==> src/sv/a2p_pkg.sv <==
// ----------------------------------------------------------------------------
// a2p_pkg
// Constants and types for the polynomial atan2 unit.
// ----------------------------------------------------------------------------
package a2p_pkg;

  localparam int INPUT_WIDTH_DEFAULT = 16;

  // Q16 polynomial coefficients
  localparam int COEF_C3 = 3047;
  localparam int COEF_C2 = 10441;
  localparam int COEF_C1 = 21471;

  // Q16 reflection constants
  localparam int Q16_HALF_PI = 102944;
  localparam int Q16_PI      = 205887;

  localparam int ANGLE_WIDTH = 16;
  localparam int RATIO_WIDTH = 17;
  localparam int RATIO_FRAC  = 16;

  typedef struct packed {
    logic sneg;
    logic cneg;
    logic swap;
    logic zero;
  } a2p_flags_t;

endpackage

==> src/sv/atan2_polynomial_unit.sv <==
// ----------------------------------------------------------------------------
// atan2_polynomial_unit
// Four-quadrant arctangent, Q2.13 radians, via a pipelined restoring divider
// and an odd seventh-order polynomial.
// ----------------------------------------------------------------------------
// Throughput: one item per cycle; the restoring divider retires one quotient
// bit per stage (17 stages) and each polynomial multiply has its own stage.
// A stall at the output holds the whole pipeline in place.
// Reset clears all stage valid bits; payload registers are not reset.
// ----------------------------------------------------------------------------
module atan2_polynomial_unit #(
  parameter int INPUT_WIDTH = a2p_pkg::INPUT_WIDTH_DEFAULT
) (
  input  logic                                clk,
  input  logic                                rst,
  input  logic                                sample_valid,
  output logic                                sample_ready,
  input  logic signed [INPUT_WIDTH-1:0]       sine_value,
  input  logic signed [INPUT_WIDTH-1:0]       cosine_value,
  output logic                                result_valid,
  input  logic                                result_ready,
  output logic signed [a2p_pkg::ANGLE_WIDTH-1:0] angle,
  output logic                                both_zero
);

  localparam int W    = INPUT_WIDTH;
  localparam int QW   = a2p_pkg::RATIO_WIDTH;
  localparam int DIVN = QW;
  localparam int NST  = DIVN + 12;
  localparam int RW   = 20;

  function automatic logic signed [39:0] rnd_s(input logic signed [39:0] x, input int n);
    logic signed [39:0] half;
    half = 40'sd1 <<< (n - 1);
    if (x < 0) begin
      return -(((-x) + half) >>> n);
    end
    return (x + half) >>> n;
  endfunction

  logic            en;
  logic [NST-1:0]  v;

  assign en           = !v[NST-1] || result_ready;
  assign sample_ready = en;
  assign result_valid = v[NST-1];

  always_ff @(posedge clk) begin
    if (rst) begin
      v <= '0;
    end else if (en) begin
      v <= {v[NST-2:0], sample_valid};
    end
  end

  // flags travel with every stage
  a2p_pkg::a2p_flags_t fl [0:NST-1];

  // front end: magnitudes and ordering
  logic [W-1:0] abs_s, abs_c;
  a2p_pkg::a2p_flags_t fl_next;

  always_comb begin
    abs_s        = sine_value[W-1]   ? W'(~sine_value + 1'b1)   : W'(sine_value);
    abs_c        = cosine_value[W-1] ? W'(~cosine_value + 1'b1) : W'(cosine_value);
    fl_next.sneg = sine_value[W-1];
    fl_next.cneg = cosine_value[W-1];
    fl_next.swap = abs_s > abs_c;
    fl_next.zero = (abs_s == '0) && (abs_c == '0);
  end

  logic [W:0]    rem [0:DIVN];
  logic [W-1:0]  dmx [0:DIVN];
  logic [QW-1:0] quo [0:DIVN];

  always_ff @(posedge clk) begin
    if (en) begin
      fl[0]  <= fl_next;
      rem[0] <= (abs_s < abs_c) ? {1'b0, abs_s} : {1'b0, abs_c};
      dmx[0] <= (abs_s < abs_c) ? abs_c : abs_s;
      quo[0] <= '0;
      for (int k = 1; k < NST; k++) begin
        fl[k] <= fl[k-1];
      end
    end
  end

  // restoring divider, one quotient bit per stage, MSB first
  for (genvar j = 0; j < DIVN; j++) begin : g_div
    logic [W:0] trial;
    logic       qbit;
    always_comb begin
      trial = (j == 0) ? rem[j] : {rem[j][W-1:0], 1'b0};
      qbit  = trial >= {1'b0, dmx[j]};
    end
    always_ff @(posedge clk) begin
      if (en) begin
        rem[j+1] <= qbit ? (trial - {1'b0, dmx[j]}) : trial;
        dmx[j+1] <= dmx[j];
        quo[j+1] <= {quo[j][QW-2:0], qbit};
      end
    end
  end

  // polynomial stages
  logic [QW-1:0]        a_p1, a_p2, a_p3, a_p4, a_p5, a_p6, a_p7, a_p8;
  logic [QW-1:0]        sv_p1, sv_p2, sv_p3, sv_p4, sv_p5;
  logic [29:0]          m1;
  logic [13:0]          t1;
  logic [30:0]          m2;
  logic signed [15:0]   t2;
  logic signed [33:0]   m3;
  logic signed [17:0]   t3;
  logic signed [35:0]   m4;
  logic signed [RW-1:0] r, r_ref;
  logic signed [a2p_pkg::ANGLE_WIDTH-1:0] angle_q;
  logic                 zero_q;

  logic [33:0]          sq;
  logic [14:0]          m2_rnd;
  logic signed [RW-1:0] r1, r2, r3;

  always_comb begin
    sq     = 34'({17'd0, quo[DIVN]} * {17'd0, quo[DIVN]}) + 34'd32768;
    m2_rnd = 15'((m2 + 31'd32768) >> 16);
    r1     = fl[NST-3].swap ? (RW'(a2p_pkg::Q16_HALF_PI) - r) : r;
    r2     = fl[NST-3].cneg ? (RW'(a2p_pkg::Q16_PI) - r1) : r1;
    r3     = fl[NST-3].sneg ? -r2 : r2;
  end

  always_ff @(posedge clk) begin
    if (en) begin
      a_p1  <= quo[DIVN];
      sv_p1 <= sq[32:16];
      a_p2  <= a_p1;
      sv_p2 <= sv_p1;
      m1    <= 30'(a2p_pkg::COEF_C3) * {13'd0, sv_p1};
      a_p3  <= a_p2;
      sv_p3 <= sv_p2;
      t1    <= 14'(a2p_pkg::COEF_C2) - 14'((m1 + 30'd32768) >> 16);
      a_p4  <= a_p3;
      sv_p4 <= sv_p3;
      m2    <= {17'd0, t1} * {14'd0, sv_p3};
      a_p5  <= a_p4;
      sv_p5 <= sv_p4;
      t2    <= $signed({1'b0, m2_rnd}) - 16'(a2p_pkg::COEF_C1);
      a_p6  <= a_p5;
      m3    <= 34'(t2) * 34'($signed({1'b0, sv_p5}));
      a_p7  <= a_p6;
      t3    <= 18'(rnd_s(40'(m3), a2p_pkg::RATIO_FRAC));
      a_p8  <= a_p7;
      m4    <= 36'(t3) * 36'($signed({1'b0, a_p7}));
      r     <= RW'($signed({1'b0, a_p8})) + RW'(rnd_s(40'(m4), a2p_pkg::RATIO_FRAC));
      r_ref <= r3;
      zero_q  <= fl[NST-2].zero;
      angle_q <= fl[NST-2].zero ? '0 :
                 a2p_pkg::ANGLE_WIDTH'(rnd_s(40'(r_ref), 3));
    end
  end

  assign angle     = angle_q;
  assign both_zero = zero_q;

endmodule
==> config.mk <==
export PLATFORM = sky130hd
export DESIGN_NAME = atan2_polynomial_unit
export DESIGN_NICKNAME = d
export VERILOG_FILES = /design/src/sv/a2p_pkg.sv /design/src/sv/atan2_polynomial_unit.sv
export SDC_FILE = /design/constraint.sdc
export NUM_CORES = 2
export LEC_CHECK = 0
export BUFFER_PORTS_ARGS = -buffer_cell sky130_fd_sc_hd__clkbuf_2
export CAP_MARGIN = 20
export CORE_MARGIN = 2
export CORE_UTILIZATION = 66
export DETAILED_ROUTE_END_ITERATION = 7
export PLACE_DENSITY = 0.82
export RECOVER_POWER = 50
export SYNTH_ARGS = -nofsm -noshare
export SYNTH_HDL_FRONTEND = slang
export SYNTH_SLANG_ARGS = --single-unit
export TNS_END_PERCENT = 20
==> constraint.sdc <==
create_clock -name clk -period 41.6 [get_ports clk]
set_clock_uncertainty 0.1 [all_clocks]
set_input_delay 2.08 -clock clk [delete_from_list [all_inputs] [get_ports clk]]
set_output_delay 2.08 -clock clk [all_outputs]
set_load 0.02 [all_outputs]
**Yosys cells after proc, flatten, opt, wreduce, memory -nomap -nowiden**

Memories as Yosys holds them, arrays and structs flattened.
Cells that the tools add are included.

- ROM bits: 0
- Bits in writable memories: 1016
- Flip-flop bits (word level): 485
- Input bits: 36
- Memories: 4
- Bits in latches: 0
- Output and inout port bits: 19

Memories:

| name | depth | width | read ports | clocked after Yosys merged registers in | wr ports | RTL line | source |
|---|---|---|---|---|---|---|---|
| quo | 18 | 17 | 18 | 0 | 18 | atan2_polynomial_unit.sv:74 | `logic [QW-1:0] quo [0:DIVN];` |
| rem | 18 | 17 | 17 | 0 | 18 | atan2_polynomial_unit.sv:72 | `logic [W:0] rem [0:DIVN];` |
| dmx | 18 | 16 | 17 | 0 | 18 | atan2_polynomial_unit.sv:73 | `logic [W-1:0] dmx [0:DIVN];` |
| fl | 29 | 4 | 28 | 0 | 29 | atan2_polynomial_unit.sv:57 | `a2p_pkg::a2p_flags_t fl [0:NST-1];` |

- Multiply operators: 5
- $add $sub $neg: 40
- Shift-type cells: 0
- Equal/unequal tests: 0
- Muxes and demuxes: 39
- Bitwise gates (word level): 2
- Divide/modulo/power cells: 0
- Reductions and logical operators: 5
- $lt $le $gt $ge: 22

Operators with widths:

| cell | number |
|---|---|
| $ge 17x16->1 | 17 |
| $mux 17 | 17 |
| $sub 17x16->17 | 17 |
| $mux 20 | 6 |
| $mux 16 | 6 |
| $add 36x17->36 const B | 2 |
| $add 34x17->34 const B | 2 |
| $neg 20->20 | 2 |
| $add 19x4->19 const B | 2 |
| $lt 36x1->1 const B | 1 |
| $mul 18x18->36 | 1 |
| $mux 18 | 2 |
| $neg 36->36 | 1 |
| $lt 34x1->1 const B | 1 |
| $mul 16x18->34 | 1 |
| $neg 34->34 | 1 |
| $add 33x16->33 const B | 1 |
| $mul 17x17->33 | 1 |
| $add 16x1->16 const B | 2 |
| $logic_not 16->1 | 2 |
| $not 16->16 | 2 |
| $add 31x16->31 const B | 1 |
| $mul 14x17->31 | 1 |
| $add 29x16->30 const B | 1 |
| 16 further kinds | 23 |

**Depth between registers and ports, before layout**

- Depth in word-level cells: 7
- Mapped depth: 27

**Worst setup path after synthesis**

Ideal clock, no wire load.

- Path type: input-to-reg
- Start: input port result_ready
- End: register a_p1[0] (read register of quo) (enable)
- Data required time: 39.404 ns
- Data arrival time: 35.779 ns
- Setup time: 2.096 ns
- Cell stages on the path: 3
- Slack: 3.625 ns
- Path buffers: 1
- Path through: nor2b_1 inv_1 clkbuf_1

- Longest elaborated chain between the ends: 1

Ends and longest elaborated chain:

| what | RTL line | source |
|---|---|---|
| from (decl) | atan2_polynomial_unit.sv:21 | `input logic result_ready,` |
| $logic_or 1x1->1 | atan2_polynomial_unit.sv:44 | `assign en = !v[NST-1] \|\| result_ready;` |
| net sample_ready | atan2_polynomial_unit.sv:17 | `output logic sample_ready,` |
| to (decl) | atan2_polynomial_unit.sv:106 | `logic [QW-1:0] a_p1, a_p2, a_p3, a_p4, a_p5, a_p6, a_p7, a_p8;` |

The timed path passes the listed nets, and every way through them passes these cells.
A chain may end at the register's enable or synchronous reset.

==> run_results.csv <==
group,metric,value,unit
synth,syn_nets,11061,
detailed_routing,drc,0,
run_status,status,"finished, violations left",
synth,synthFlopType,"edfxtp_1",
timing,hold_ws,0.303,ns
worst_setup_path,setup.worst_path.start_class,"input pin",
cts,cts_setup_buffers,0,
synth,yosysWarnings,0,
cells_and_area,regArea,37600,um^2
timing,fin_crit_sh,29.4,%
worst_setup_path,cp_common_cell,"buf_4",
synth,ys_types,103,
floorplanning,io_pins,55,
cts,clkTransAtPathRegs,0.06,ns
detailed_routing,dr.first_iter.drc_count,4934,
worst_setup_path,worstPathArrival,12.56,ns
cts,cts_tree,"yes",
global_routing,antenna_found_initial,6,
global_routing,grt_pass1_wl,349000,um
timing,worstMarginPinSlew,3.85,ns
cells_and_area,syn_to_final_growth,6.84,%
timing,slew_violations,382,
placed_design,hpwl,157000,um
cts,cts_resized,0,
worst_setup_path,cp_cell_sequence,"clkbuf_2 > nor2b_2 > clkbuf_1 > clkinvlp_2 > clkbuf_1 > clkbuf_1 > buf_4 > buf_4 > buf_4 > buf_4",
cells_and_area,utilization,70.9,%
cells_and_area,nNetsFinal,11037,
global_routing,grt_use_total,27.9,%
worst_setup_path,slowest_delay,2.44,ns
synth,netlist_instances,9208,
worst_setup_path,path_max_fanout,79,
timing,rsz0062_at_grt,"false",
global_routing,grt_overflow,0,
detailed_routing,postRouteAntennaNets,0,
synth,seq_area_frac_synth,37.4,%
cts,numCtsBuffers,138,
synth,avgSynthCellArea,10.9,um^2
timing,finalSetupViolCount,0,
cells_and_area,layoutNonFillerInstCount,11333,
floorplanning,fp.dieH,394,um
cts,hold_buffers,0,
detailed_routing,dr_total_vias,65903,
floorplanning,core,152000,um^2
placed_design,dpl.cell_count,11071,
worst_setup_path,path_class,"input pin to flop",
synth,ys_ff_latch,1261,
synth,syn-cell-area,101000,um^2
detailed_routing,wl_per_cell,18.6,um
min_path,worstHoldPathType,"flop to flop",
detailed_routing,first_pass_iters,6,
detailed_routing,routed_wl,211000,um
synth,ys_async_sr_fraction,0,%
synth,synth-edff-count,1232,
timing,fmax,81.7,MHz
placed_design,gp_congestion,0.905,
cells_and_area,drive_gt1_share,5.46,%
cells_and_area,nFillCells,10370,
placed_design,io_buffer_count,54,
floorplanning,initial_core_util,66.4,%
cts,clk_latency,0.81,ns
cts,cts_buffer_depth,3,
timing,finalHoldViolations,0,
global_routing,grt_pass1_vias,69935,
floorplanning,dieWidth,394,um
timing,finalCriticalPeriod,12.23,ns
cells_and_area,final_cell_mix,"1,685 x inv_1, 1,232 x edfxtp_1, 989 x fa_1, 829 x nand2_1, 828 x ha_1",
run,maxCapViolCount,6,
cts,clockRootBuffer,"clkbuf_16",
worst_setup_path,cp_slowest_cell,"clkbuf_1",
timing,fin_setup_tns,0,ns
cts,htree_levels,4,
floorplanning,num_rows,143,
global_routing,grt_max_degree,198,
worst_setup_path,end_kind,"flop",
cells_and_area,final_common_cell,"inv_1",
cells_and_area,multi_input_area,55700,um^2
timing,slew_headroom,-157,%
worst_setup_path,worst_ep_required_time,41.92,ns
floorplanning,die_area,155000,um^2
detailed_routing,vias_per_cell,5.82,
cts,cts_sinks,1261,
run_status,violations,"capacitance limit, slew limit",
layout make-up:
| cell class | count | area share [%] |
|---|---|---|
| Timing Repair Buffer | 86 | 0.460 |
| Clock buffer | 164 | 3.41 |
| Clock inverter | 92 | 1.06 |
| Tap cell | 2030 | 2.36 |
| Multi-Input combinational cell | 6009 | 51.8 |
| Antenna cell | 3 | 0.00699 |
| Sequential cell | 1261 | 35.0 |
| Inverter | 1688 | 5.90 |
cell families after synthesis:
family | after synthesis | synth area share [%]
AOI/OAI and AO/OA | 1083 | 6.97
xor gates and xnor gates | 463 | 4.04
adders and majority gates | 1818 | 30.0
buffers and inverters | 1938 | 7.25
DFF | 1261 | 37.4
muxes | 239 | 2.60
and+or+nand+nor | 2406 | 11.8
critical path: cells and delay by family:
kind	cells	cell delay, ns
buf+inv	9	10.19
simple gates	1	0.03
per-layer routing:
metal | global-route usage (%) | part of all wire, %
met2 | 49.1 | 51
met1 | 34.1 | 39
met3 | 4.23 | 5.9
met4 | 12.5 | 4.6
met5 | 0 | 0.016
registers in the layout (all words and copies together) (netlist names), 18 cells and up:
name,count
dmx,272
rem,272
quo,153
fl,110
m4,36
m3,34
v,29
r,20
r_ref,20
t3,18
synthesized netlist by cell type, drive strengths merged (40+ instances only):
| cell | n | area, um^2 |
|---|---|---|
| o21ai | 270 | 1350 |
| o21a | 42 | 315 |
| mux2 | 178 | 2000 |
| nor2 | 423 | 1590 |
| or3 | 52 | 327 |
| o31ai | 47 | 358 |
| clkbuf | 222 | 835 |
| and2 | 465 | 2910 |
| mux2i | 61 | 611 |
| fa | 989 | 19800 |
| nand4 | 78 | 488 |
| nand3 | 114 | 583 |
| nor3 | 126 | 652 |
| xor2 | 150 | 1310 |
| a21o | 94 | 706 |
| a21boi | 72 | 541 |
| nand2b | 62 | 390 |
| nor2b | 75 | 469 |
| xnor2 | 313 | 2750 |
| a21oi | 277 | 1390 |
| and3 | 40 | 250 |
| ha | 828 | 10400 |
| inv | 1687 | 6330 |
| nor4 | 52 | 347 |
| edfxtp | 1232 | 37000 |
| nand2 | 829 | 3110 |
worst paths after layout:
check | startpoint | end | slack [ns] | depth (start not counted)
setup / recovery | result_ready | dmx[2][10] | 29.37 | 10
hold / removal | sv_p4[1] | sv_p5[1] | 0.30 | 0
setup reg to reg | v[28] | dmx[2][10] | 30.33 | 9
hold reg to reg | sv_p4[1] | sv_p5[1] | 0.30 | 0
metrics by stage:
stage,instance area (um^2),setup slack [ns]
2_1_floorplan,101000,3.62
3_3_place_gp,103000,33.78
4_1_cts,107000,33.57
6_report,107000,29.37
5_1_grt,107000,28.35
3_5_place_dp,103000,33.64
Power is not shown: default switching activity piles up to over one toggle a cycle in this logic, so the estimate is an artifact.
